### config.mk
export PLATFORM = sky130hd
export DESIGN_NAME = wots_base_w_checksum_encoder
export DESIGN_NICKNAME = d
export VERILOG_FILES = /design/src/rtl/core/wbwc_pkg.sv /design/src/rtl/core/wots_base_w_checksum_encoder.sv /design/src/rtl/core/wbwc_front.sv /design/src/rtl/core/wbwc_queue.sv /design/src/rtl/core/wbwc_back.sv
export SDC_FILE = /design/constraint.sdc
export NUM_CORES = 1
export LEC_CHECK = 0
export ABC_AREA = 1
export BUFFER_PORTS_ARGS = -buffer_cell sky130_fd_sc_hd__buf_2
export CAP_MARGIN = 25
export CORE_UTILIZATION = 66
export CTS_CLUSTER_SIZE = 25
export DETAILED_ROUTE_END_ITERATION = 16
export PLACE_DENSITY = 0.83
export SETUP_SLACK_MARGIN = 0.02
export SYNTH_ARGS = -nofsm -noshare
export SYNTH_HDL_FRONTEND = slang
export SYNTH_HIERARCHICAL = 1
export SYNTH_SLANG_ARGS = --single-unit
### constraint.sdc
create_clock -name clk -period 7.16 [get_ports clk]
set_input_delay 1.79 -clock clk [delete_from_list [all_inputs] [get_ports clk]]
set_output_delay 1.79 -clock clk [all_outputs]
set_load 0.02 [all_outputs]
### src/rtl/core/wbwc_pkg.sv
// Shared types and constants for the base-w digit encoder with checksum.
package wbwc_pkg;

	localparam int WORD_BITS  = 64;
	localparam int ACC_W      = 11;
	localparam int IDX_W      = 8;
	localparam int CNT_W      = 5;
	localparam int CFG_IDX_W  = 2;
	localparam int CFG_DATA_W = 4;

	localparam logic [2:0] MAX_WORDS = 3'd4;
	localparam logic [3:0] MAX_CSUM  = 4'd8;

	// Configuration register indexes.
	localparam logic [CFG_IDX_W-1:0] REG_MSG_WORDS   = 2'd0;
	localparam logic [CFG_IDX_W-1:0] REG_DIGIT_MODE  = 2'd1;
	localparam logic [CFG_IDX_W-1:0] REG_CSUM_DIGITS = 2'd2;

	// Reset values of the configuration registers.
	localparam logic [2:0] RST_MSG_WORDS   = 3'd4;
	localparam logic       RST_DIGIT_MODE  = 1'b1;
	localparam logic [3:0] RST_CSUM_DIGITS = 4'd3;

	// Digit mode codes.
	localparam logic MODE_W4  = 1'b0;
	localparam logic MODE_W16 = 1'b1;

	// One classified word, handed from the front end to the back end.
	typedef struct packed {
		logic [WORD_BITS-1:0] word;
		logic                 mode;
		logic [IDX_W-1:0]     base_idx;
		logic                 ends;
		logic [3:0]           cd;
		logic [IDX_W-1:0]     csum_idx0;
	} desc_t;

	typedef enum logic [1:0] {
		BK_IDLE,
		BK_MSG,
		BK_CSUM
	} back_state_t;

endpackage

### src/rtl/core/wots_base_w_checksum_encoder.sv
// Top level of the base-w digit encoder with Winternitz checksum.
//
// The block takes a message hash as 64-bit words, first word first, and
// splits each word into base-w digits, most significant first: 16 four-bit
// digits when digit_mode is 1 (w = 16) or 32 two-bit digits when it is 0
// (w = 4). Every digit leaves as one output transfer together with its
// position in the full digit vector. Along the way the block sums (w-1-digit)
// over the message digits into an 11-bit checksum; after the last word of a
// message (msg_words words, clamped to 1..4) it appends csum_digits checksum
// digits (clamped to 8) least significant first, at descending positions that
// start from the end of the vector. The sum is split as it is, without the
// left shift that some schemes apply. The last flag marks the final digit that
// a word produces. A front end counts words and classifies each one as it is
// accepted, and pushes it into a two-entry queue; a back end walks the queued
// word one digit per cycle, while out_stall is low, into a registered output.
// A word yields 16 digits at w = 16 or 32 at w = 4, plus csum_digits checksum
// digits on a message's last word. While the back end works, the queue takes
// the next words; output stall holds up the back end, and in_stall rises only
// once the queue is full. Configuration registers are written through the
// plain write port and should be changed only while the block is idle; the
// block itself does not latch the word count of a message in progress.
module wots_base_w_checksum_encoder #(
	parameter int QUEUE_DEPTH = 2
) (
	input  logic                              clk,
	input  logic                              arst_n,
	// Configuration write port.
	input  logic                              cfg_wr_en,
	input  logic [wbwc_pkg::CFG_IDX_W-1:0]    cfg_index,
	input  logic [wbwc_pkg::CFG_DATA_W-1:0]   cfg_data,
	// Input words.
	input  logic                              in_valid,
	output logic                              in_stall,
	input  logic [wbwc_pkg::WORD_BITS-1:0]    msg_word,
	// Output digits.
	output logic                              out_valid,
	input  logic                              out_stall,
	output logic [wbwc_pkg::IDX_W-1:0]        digit_index,
	output logic [3:0]                        digit,
	output logic                              is_checksum,
	output logic                              last
);

	logic            push;
	logic            pop;
	logic            q_full;
	logic            q_empty;
	wbwc_pkg::desc_t push_desc;
	wbwc_pkg::desc_t head;

	// Accepts words, holds the configuration and tracks the word count.
	wbwc_front u_front (
		.clk       (clk),
		.arst_n    (arst_n),
		.cfg_wr_en (cfg_wr_en),
		.cfg_index (cfg_index),
		.cfg_data  (cfg_data),
		.in_valid  (in_valid),
		.in_stall  (in_stall),
		.msg_word  (msg_word),
		.q_full    (q_full),
		.push      (push),
		.push_desc (push_desc)
	);

	// Decouples word acceptance from digit output.
	wbwc_queue #(
		.DEPTH (QUEUE_DEPTH)
	) u_queue (
		.clk       (clk),
		.arst_n    (arst_n),
		.push      (push),
		.push_desc (push_desc),
		.pop       (pop),
		.head      (head),
		.full      (q_full),
		.empty     (q_empty)
	);

	// Emits message and checksum digits one per cycle while out_stall is low.
	wbwc_back u_back (
		.clk         (clk),
		.arst_n      (arst_n),
		.head        (head),
		.q_empty     (q_empty),
		.pop         (pop),
		.out_valid   (out_valid),
		.out_stall   (out_stall),
		.digit_index (digit_index),
		.digit       (digit),
		.is_checksum (is_checksum),
		.last        (last)
	);

endmodule

### src/rtl/core/wbwc_front.sv
// Front end: configuration registers, word counting and word classification.
module wbwc_front (
	input  logic                               clk,
	input  logic                               arst_n,
	input  logic                               cfg_wr_en,
	input  logic [wbwc_pkg::CFG_IDX_W-1:0]     cfg_index,
	input  logic [wbwc_pkg::CFG_DATA_W-1:0]    cfg_data,
	input  logic                               in_valid,
	output logic                               in_stall,
	input  logic [wbwc_pkg::WORD_BITS-1:0]     msg_word,
	input  logic                               q_full,
	output logic                               push,
	output wbwc_pkg::desc_t                    push_desc
);

	logic [2:0] msg_words_q;
	logic       digit_mode_q;
	logic [3:0] csum_digits_q;
	logic [2:0] word_count_q;

	logic [2:0] mw_c;
	logic [3:0] cd_c;
	logic [2:0] wc_next;
	logic       ends_c;
	logic [7:0] len1_c;

	always_ff @(posedge clk or negedge arst_n) begin
		if (!arst_n) begin
			msg_words_q   <= wbwc_pkg::RST_MSG_WORDS;
			digit_mode_q  <= wbwc_pkg::RST_DIGIT_MODE;
			csum_digits_q <= wbwc_pkg::RST_CSUM_DIGITS;
		end else if (cfg_wr_en) begin
			case (cfg_index)
				wbwc_pkg::REG_MSG_WORDS:   msg_words_q   <= cfg_data[2:0];
				wbwc_pkg::REG_DIGIT_MODE:  digit_mode_q  <= cfg_data[0];
				wbwc_pkg::REG_CSUM_DIGITS: csum_digits_q <= cfg_data[3:0];
				default: ;
			endcase
		end
	end

	// Out-of-range settings are clamped to the nearest legal value.
	always_comb begin
		if (msg_words_q == 3'd0)
			mw_c = 3'd1;
		else if (msg_words_q > wbwc_pkg::MAX_WORDS)
			mw_c = wbwc_pkg::MAX_WORDS;
		else
			mw_c = msg_words_q;
		cd_c    = (csum_digits_q > wbwc_pkg::MAX_CSUM) ? wbwc_pkg::MAX_CSUM : csum_digits_q;
		wc_next = word_count_q + 3'd1;
		ends_c  = (wc_next >= mw_c);
		len1_c  = (digit_mode_q == wbwc_pkg::MODE_W16) ? {1'b0, mw_c, 4'b0000}
		                                               : {mw_c, 5'b00000};
	end

	assign in_stall = q_full;
	assign push     = in_valid && !q_full;

	always_comb begin
		push_desc.word      = msg_word;
		push_desc.mode      = digit_mode_q;
		push_desc.base_idx  = (digit_mode_q == wbwc_pkg::MODE_W16)
		                      ? {1'b0, word_count_q, 4'b0000} : {word_count_q, 5'b00000};
		push_desc.ends      = ends_c;
		push_desc.cd        = cd_c;
		push_desc.csum_idx0 = len1_c + {4'b0000, cd_c} - 8'd1;
	end

	always_ff @(posedge clk or negedge arst_n) begin
		if (!arst_n) begin
			word_count_q <= 3'd0;
		end else if (push) begin
			word_count_q <= ends_c ? 3'd0 : wc_next;
		end
	end

endmodule

### src/rtl/core/wbwc_queue.sv
// Short queue of classified words between the front end and the back end.
module wbwc_queue #(
	parameter int DEPTH = 2
) (
	input  logic            clk,
	input  logic            arst_n,
	input  logic            push,
	input  wbwc_pkg::desc_t push_desc,
	input  logic            pop,
	output wbwc_pkg::desc_t head,
	output logic            full,
	output logic            empty
);

	localparam int PTR_W = (DEPTH > 1) ? $clog2(DEPTH) : 1;
	localparam int CNT_W = $clog2(DEPTH + 1);

	wbwc_pkg::desc_t  entry_q [DEPTH];
	logic [PTR_W-1:0] wr_ptr_q;
	logic [PTR_W-1:0] rd_ptr_q;
	logic [CNT_W-1:0] count_q;

	assign full  = (count_q == CNT_W'(DEPTH));
	assign empty = (count_q == '0);
	assign head  = entry_q[rd_ptr_q];

	always_ff @(posedge clk) begin
		if (push)
			entry_q[wr_ptr_q] <= push_desc;
	end

	always_ff @(posedge clk or negedge arst_n) begin
		if (!arst_n) begin
			wr_ptr_q <= '0;
			rd_ptr_q <= '0;
			count_q  <= '0;
		end else begin
			if (push)
				wr_ptr_q <= (wr_ptr_q == PTR_W'(DEPTH - 1)) ? '0 : wr_ptr_q + 1'b1;
			if (pop)
				rd_ptr_q <= (rd_ptr_q == PTR_W'(DEPTH - 1)) ? '0 : rd_ptr_q + 1'b1;
			case ({push, pop})
				2'b10:   count_q <= count_q + 1'b1;
				2'b01:   count_q <= count_q - 1'b1;
				default: count_q <= count_q;
			endcase
		end
	end

endmodule

### src/rtl/core/wbwc_back.sv
// Back end: digit extraction, checksum accumulation and the output register.
module wbwc_back (
	input  logic                        clk,
	input  logic                        arst_n,
	input  wbwc_pkg::desc_t             head,
	input  logic                        q_empty,
	output logic                        pop,
	output logic                        out_valid,
	input  logic                        out_stall,
	output logic [wbwc_pkg::IDX_W-1:0]  digit_index,
	output logic [3:0]                  digit,
	output logic                        is_checksum,
	output logic                        last
);

	wbwc_pkg::back_state_t state_q, state_d;

	logic [wbwc_pkg::WORD_BITS-1:0] word_sh_q;
	logic                           mode_q;
	logic [wbwc_pkg::IDX_W-1:0]     idx_q;
	logic [wbwc_pkg::IDX_W-1:0]     csum_idx0_q;
	logic                           ends_q;
	logic [3:0]                     cd_q;
	logic [wbwc_pkg::CNT_W-1:0]     cnt_q;
	logic [wbwc_pkg::ACC_W-1:0]     acc_q;

	logic                           out_valid_q;
	logic [wbwc_pkg::IDX_W-1:0]     digit_index_q;
	logic [3:0]                     digit_q;
	logic                           is_checksum_q;
	logic                           last_q;

	logic       adv;
	logic       emit;
	logic       load;
	logic [3:0] cur_dig;
	logic [3:0] csum_dig;
	logic [3:0] wmax;
	logic       msg_last;
	logic       csum_last;
	logic       has_csum;
	logic [3:0] emit_dig;
	logic       emit_last;

	assign adv      = !out_valid_q || !out_stall;
	assign cur_dig  = (mode_q == wbwc_pkg::MODE_W16) ? word_sh_q[63:60]
	                                                 : {2'b00, word_sh_q[63:62]};
	assign csum_dig = (mode_q == wbwc_pkg::MODE_W16) ? acc_q[3:0] : {2'b00, acc_q[1:0]};
	assign wmax     = (mode_q == wbwc_pkg::MODE_W16) ? 4'd15 : 4'd3;
	assign msg_last = (mode_q == wbwc_pkg::MODE_W16) ? (cnt_q == 5'd15) : (cnt_q == 5'd31);
	assign csum_last = (cnt_q == {1'b0, cd_q - 4'd1});
	assign has_csum = ends_q && (cd_q != 4'd0);

	always_ff @(posedge clk or negedge arst_n) begin
		if (!arst_n)
			state_q <= wbwc_pkg::BK_IDLE;
		else
			state_q <= state_d;
	end

	always_comb begin
		state_d   = state_q;
		emit      = 1'b0;
		load      = 1'b0;
		emit_dig  = cur_dig;
		emit_last = 1'b0;
		case (state_q)
			wbwc_pkg::BK_IDLE: begin
				if (!q_empty) begin
					load    = 1'b1;
					state_d = wbwc_pkg::BK_MSG;
				end
			end
			wbwc_pkg::BK_MSG: begin
				emit_last = msg_last && !has_csum;
				if (adv) begin
					emit = 1'b1;
					if (msg_last) begin
						if (has_csum) begin
							state_d = wbwc_pkg::BK_CSUM;
						end else if (!q_empty) begin
							load = 1'b1;
						end else begin
							state_d = wbwc_pkg::BK_IDLE;
						end
					end
				end
			end
			wbwc_pkg::BK_CSUM: begin
				emit_dig  = csum_dig;
				emit_last = csum_last;
				if (adv) begin
					emit = 1'b1;
					if (csum_last) begin
						if (!q_empty) begin
							load    = 1'b1;
							state_d = wbwc_pkg::BK_MSG;
						end else begin
							state_d = wbwc_pkg::BK_IDLE;
						end
					end
				end
			end
			default: state_d = wbwc_pkg::BK_IDLE;
		endcase
	end

	assign pop = load;

	always_ff @(posedge clk) begin
		if (load) begin
			word_sh_q   <= head.word;
			mode_q      <= head.mode;
			idx_q       <= head.base_idx;
			csum_idx0_q <= head.csum_idx0;
			ends_q      <= head.ends;
			cd_q        <= head.cd;
			cnt_q       <= '0;
		end else if (emit && state_q == wbwc_pkg::BK_MSG) begin
			word_sh_q <= (mode_q == wbwc_pkg::MODE_W16) ? {word_sh_q[59:0], 4'b0000}
			                                            : {word_sh_q[61:0], 2'b00};
			if (msg_last) begin
				idx_q <= csum_idx0_q;
				cnt_q <= '0;
			end else begin
				idx_q <= idx_q + 8'd1;
				cnt_q <= cnt_q + 5'd1;
			end
		end else if (emit) begin
			idx_q <= idx_q - 8'd1;
			cnt_q <= cnt_q + 5'd1;
		end
	end

	// The checksum register is consumed in place by the checksum digits.
	always_ff @(posedge clk or negedge arst_n) begin
		if (!arst_n) begin
			acc_q <= '0;
		end else if (emit && state_q == wbwc_pkg::BK_MSG) begin
			if (msg_last && ends_q && cd_q == 4'd0)
				acc_q <= '0;
			else
				acc_q <= acc_q + {7'b0, wmax - cur_dig};
		end else if (emit) begin
			if (csum_last)
				acc_q <= '0;
			else
				acc_q <= (mode_q == wbwc_pkg::MODE_W16) ? {4'b0000, acc_q[10:4]}
				                                        : {2'b00, acc_q[10:2]};
		end
	end

	always_ff @(posedge clk or negedge arst_n) begin
		if (!arst_n)
			out_valid_q <= 1'b0;
		else if (adv)
			out_valid_q <= emit;
	end

	always_ff @(posedge clk) begin
		if (emit) begin
			digit_index_q <= idx_q;
			digit_q       <= emit_dig;
			is_checksum_q <= (state_q == wbwc_pkg::BK_CSUM);
			last_q        <= emit_last;
		end
	end

	assign out_valid   = out_valid_q;
	assign digit_index = digit_index_q;
	assign digit       = digit_q;
	assign is_checksum = is_checksum_q;
	assign last        = last_q;

endmodule

==> summary.txt <==
Run status
  – Status: complete, no violations

Timing
  – Worst Skew: 0.00843 ns
  – Final hold viol count: 0
  – Slew HR: 0.425
  – Post-route worst setup slack: 3.07 ns
  – Period utilization: 0.571
  – Fin crit period: 4.09 ns
  – Final setup TNS: 0 ns
  – Max Clock Freq: 0.244 GHz
  – RSZ-0062 raised after global routing: false
  – Final setup viols: 0
  – Max-slew violations: 0
  – Worst-margin pin slew: 0.862 ns

Critical path
  – Worst Setup End Kind: flip-flop
  – Worst-path cell chain: buf_2, nand2_1, nand2_1, inv_1, nand2_1, nand2_2, nand2_2, buf_4, inv_1, ha_1, inv_1, nand3_1, nand2_1, nand2_1
  – Crit path max-delay family: buffers and inverters
  – Crit-path max FO: 75
  – WP depth: 14
  – Setup Crit Path Kind: input pin to flip-flop
  – Reg2Reg Depth: 16
  – Critical Path AT: 4.54 ns
  – Crit path top cell by count: nand2_1
  – Max incr delay on CP: 0.61 ns
  – CP max stage cell: buf_4
  – Worst EP required: 7.61 ns
  – WP buf/inv: 5
  – Crit start category: input pin

GRT
  – Remaining Overflow, GRT: 0
  – Vias in the first global route: 9627
  – First-pass GRT wire length: 46200 µm
  – Largest net degree at the start of global routing: 80
  – GRT Total Usage: 0.244
  – Initial antenna violation count: 0

Final layout
  – Fillers: 1570
  – Area of the multi-input gates: 4390 µm²
  – Util after Layout: 0.718
  – Fin area: 16200 µm²
  – # diodes: 0
  – Final Net Count: 1608
  – Area grow syn2layout: 7.02%
  – Final Non-Filler Cells: 1822
  – FF/Latch Area: 9000 µm²
  – Share of cells above drive strength 1: 0.183

Power and ir drop
  – VDD IR-drop max: 0.354 mV
  – Pwr Density: 489 nW/µm²
  – Leakage Power: 6.97 nW

Die
  – Initial Util: 0.671
  – Row cnt: 55
  – # IOs: 91
  – Die ar.: 23500 µm²
  – Core ar.: 22600 µm²
  – Die Y: 153 µm
  – Die width: 153 µm

Min path
  – Hold Path Depth: 2
  – Worst Hold Class: flip-flop to flip-flop

Synthesis
  – Synth Flop Type: edfxtp_1
  – Seq/Total Area, Yosys: 0.594
  – Yosys top cell area share: 0.540
  – Number of enable flip-flop cells after synthesis: 272
  – Synth Area per Inst: 10.0 µm²
  – Post-synthesis cell area: 15100 µm²
  – Synth top cells by count: nand2_1, edfxtp_1, inv_1
  – Top-count cell post-synth: nand2_1
  – Cells after Synth: 1509
  – Cell variety after synth: 40
  – FF+latch count, synth: 306
  – Synth area leader: edfxtp_1
  – Synth Warn #: 6
  – Ranking of synthesized cells by area: edfxtp_1, nand2_1, o21ai_2, inv_1, dfrtp_1
  – Async set or reset register ratio after synthesis: 0.0948

Clock tree
  – Clk Latency, worst-skew pair: 0.56 ns
  – Post-CTS Repair Setup Buffers: 0
  – TritonCTS buffer count: 31
  – CTS tree: yes
  – CTS H-tree lvls: 1
  – Resized Gates After CTS: 0
  – Clock Pin Slew Worst Setup and Hold Paths: 0.06 ns
  – Max Buffers Root-to-Sink: 3
  – Number of clock sinks: 306
  – CTS Hold Bufs: 0
  – Root Driver: clkbuf_16

Place
  – Port Buffers: 90
  – Dpl ws: 2.53 ns
  – RePlAce Congestion: 0.931
  – Post-Place Cell Area: 15100 µm²
  – Placed Cells: 1764
  – Detailed Place HPWL: 17500 µm

Drt
  – Drt first pass iters: 5
  – DRC viols: 0
  – ANT nets after route: 0
  – Final wirelength: 28000 µm
  – Routed wire per std cell: 15.4 µm
  – Drt initial violations: 936
  – Vias: 9991
  – Vias/cell: 5.48

Run
  – Max-cap violation count: 0
[worst paths after layout]
kind                                            endpoint  slack, ns              startpoint
worst min register to register    u_front/msg_words_q[0]       0.49  u_front/msg_words_q[0]
worst min-delay path              u_front/msg_words_q[0]       0.49  u_front/msg_words_q[0]
worst max-delay path                  u_queue/count_q[1]       3.07               out_stall
min in group asynchronous       u_front/csum_digits_q[3]       1.28                  arst_n
worst max register to register        u_queue/count_q[1]       3.34           u_back/mode_q
max in group asynchronous               u_queue/rd_ptr_q       5.34                  arst_n
[cells by family after synthesis]
kind of cell | after synthesis | share of synthesized area
fa+ha+maj | 20 | 0.0170
compound gates | 230 | 0.0993
mux | 1 | 0.000661
buf+inv | 337 | 0.117
other cells | 1 | 0.000248
simple gates | 601 | 0.163
flops | 306 | 0.594
xor+xnor | 13 | 0.00802
[registers in the layout, summed over array words and instances, names as in the netlist, 2 cells and up]
register               cells
u_queue/entry_q          172
u_back/word_sh_q          64
u_back/acc_q              11
u_back/csum_idx0_q         8
u_back/digit_index         8
u_back/idx_q               8
u_back/cnt_q               5
u_back/cd_q                4
u_back/digit               4
u_front/csum_digits_q      4
u_front/msg_words_q        3
u_front/word_count_q       3
u_back/state_q             2
u_queue/count_q            2
[area by class of cell]
cell class	count	area share
timing repair buffer	102	0.0354
tap	285	0.0220
inverter	203	0.0471
clock buffer	41	0.0545
clock inverter	16	0.0144
multi-input combinational	869	0.271
sequential	306	0.556
[worst register-to-register path, cell delays in order, from the launching register on]
cell and delay [ns]:
edfxtp_1 0.33, buf_4 0.60, xor2_2 0.14, nand2_2 0.20, inv_2 0.11, nand2_1 0.08
nand2_1 0.05, nand2_1 0.07, nand2_2 0.06, nand2_2 0.05, buf_4 0.61, inv_1 0.64
ha_1 0.49, inv_1 0.09, nand3_1 0.09, nand2_1 0.06, nand2_1 0.04
[routing by layer]
layer  vias up  track usage  share of wire
li1       4922            -              -
met1      4666        0.331           0.42
met2       350        0.412           0.49
met3        53       0.0340          0.061
met4         0       0.0733          0.024
met5         -            0              0
[cells in the final DEF (no fill, tap or decap), types with 10 or more instances in the layout]
master     instances
buf_4             10
nor2_1            70
edfxtp_1         272
nand2_2           18
o21ai_0          113
inv_1            193
clkbuf_16         31
a21oi_1           18
buf_2             90
o21ai_2           86
dfrtp_1           24
nand3_1           98
nand2_1          398
ha_1              19
[per-stage QoR]
stage | power (mW) | hold WS (ns)
2_1_floorplan | 5.63 | 0.443
3_3_place_gp | 6.02 | 0.477
3_5_place_dp | 6.16 | 0.476
4_1_cts | 7.93 | 0.492
5_1_grt | 8.45 | 0.525
6_report | 7.93 | 0.490
[report_power, final]
group | leakage [nW] | switching (mW) | internal [mW]
Sequential | 2.95 | 0.347 | 2.90
Combinational | 3.47 | 2.05 | 0.890
Clock | 0.548 | 0.662 | 1.08
Total | 6.97 | 3.06 | 4.87
Power figures use the tool's default switching activity.
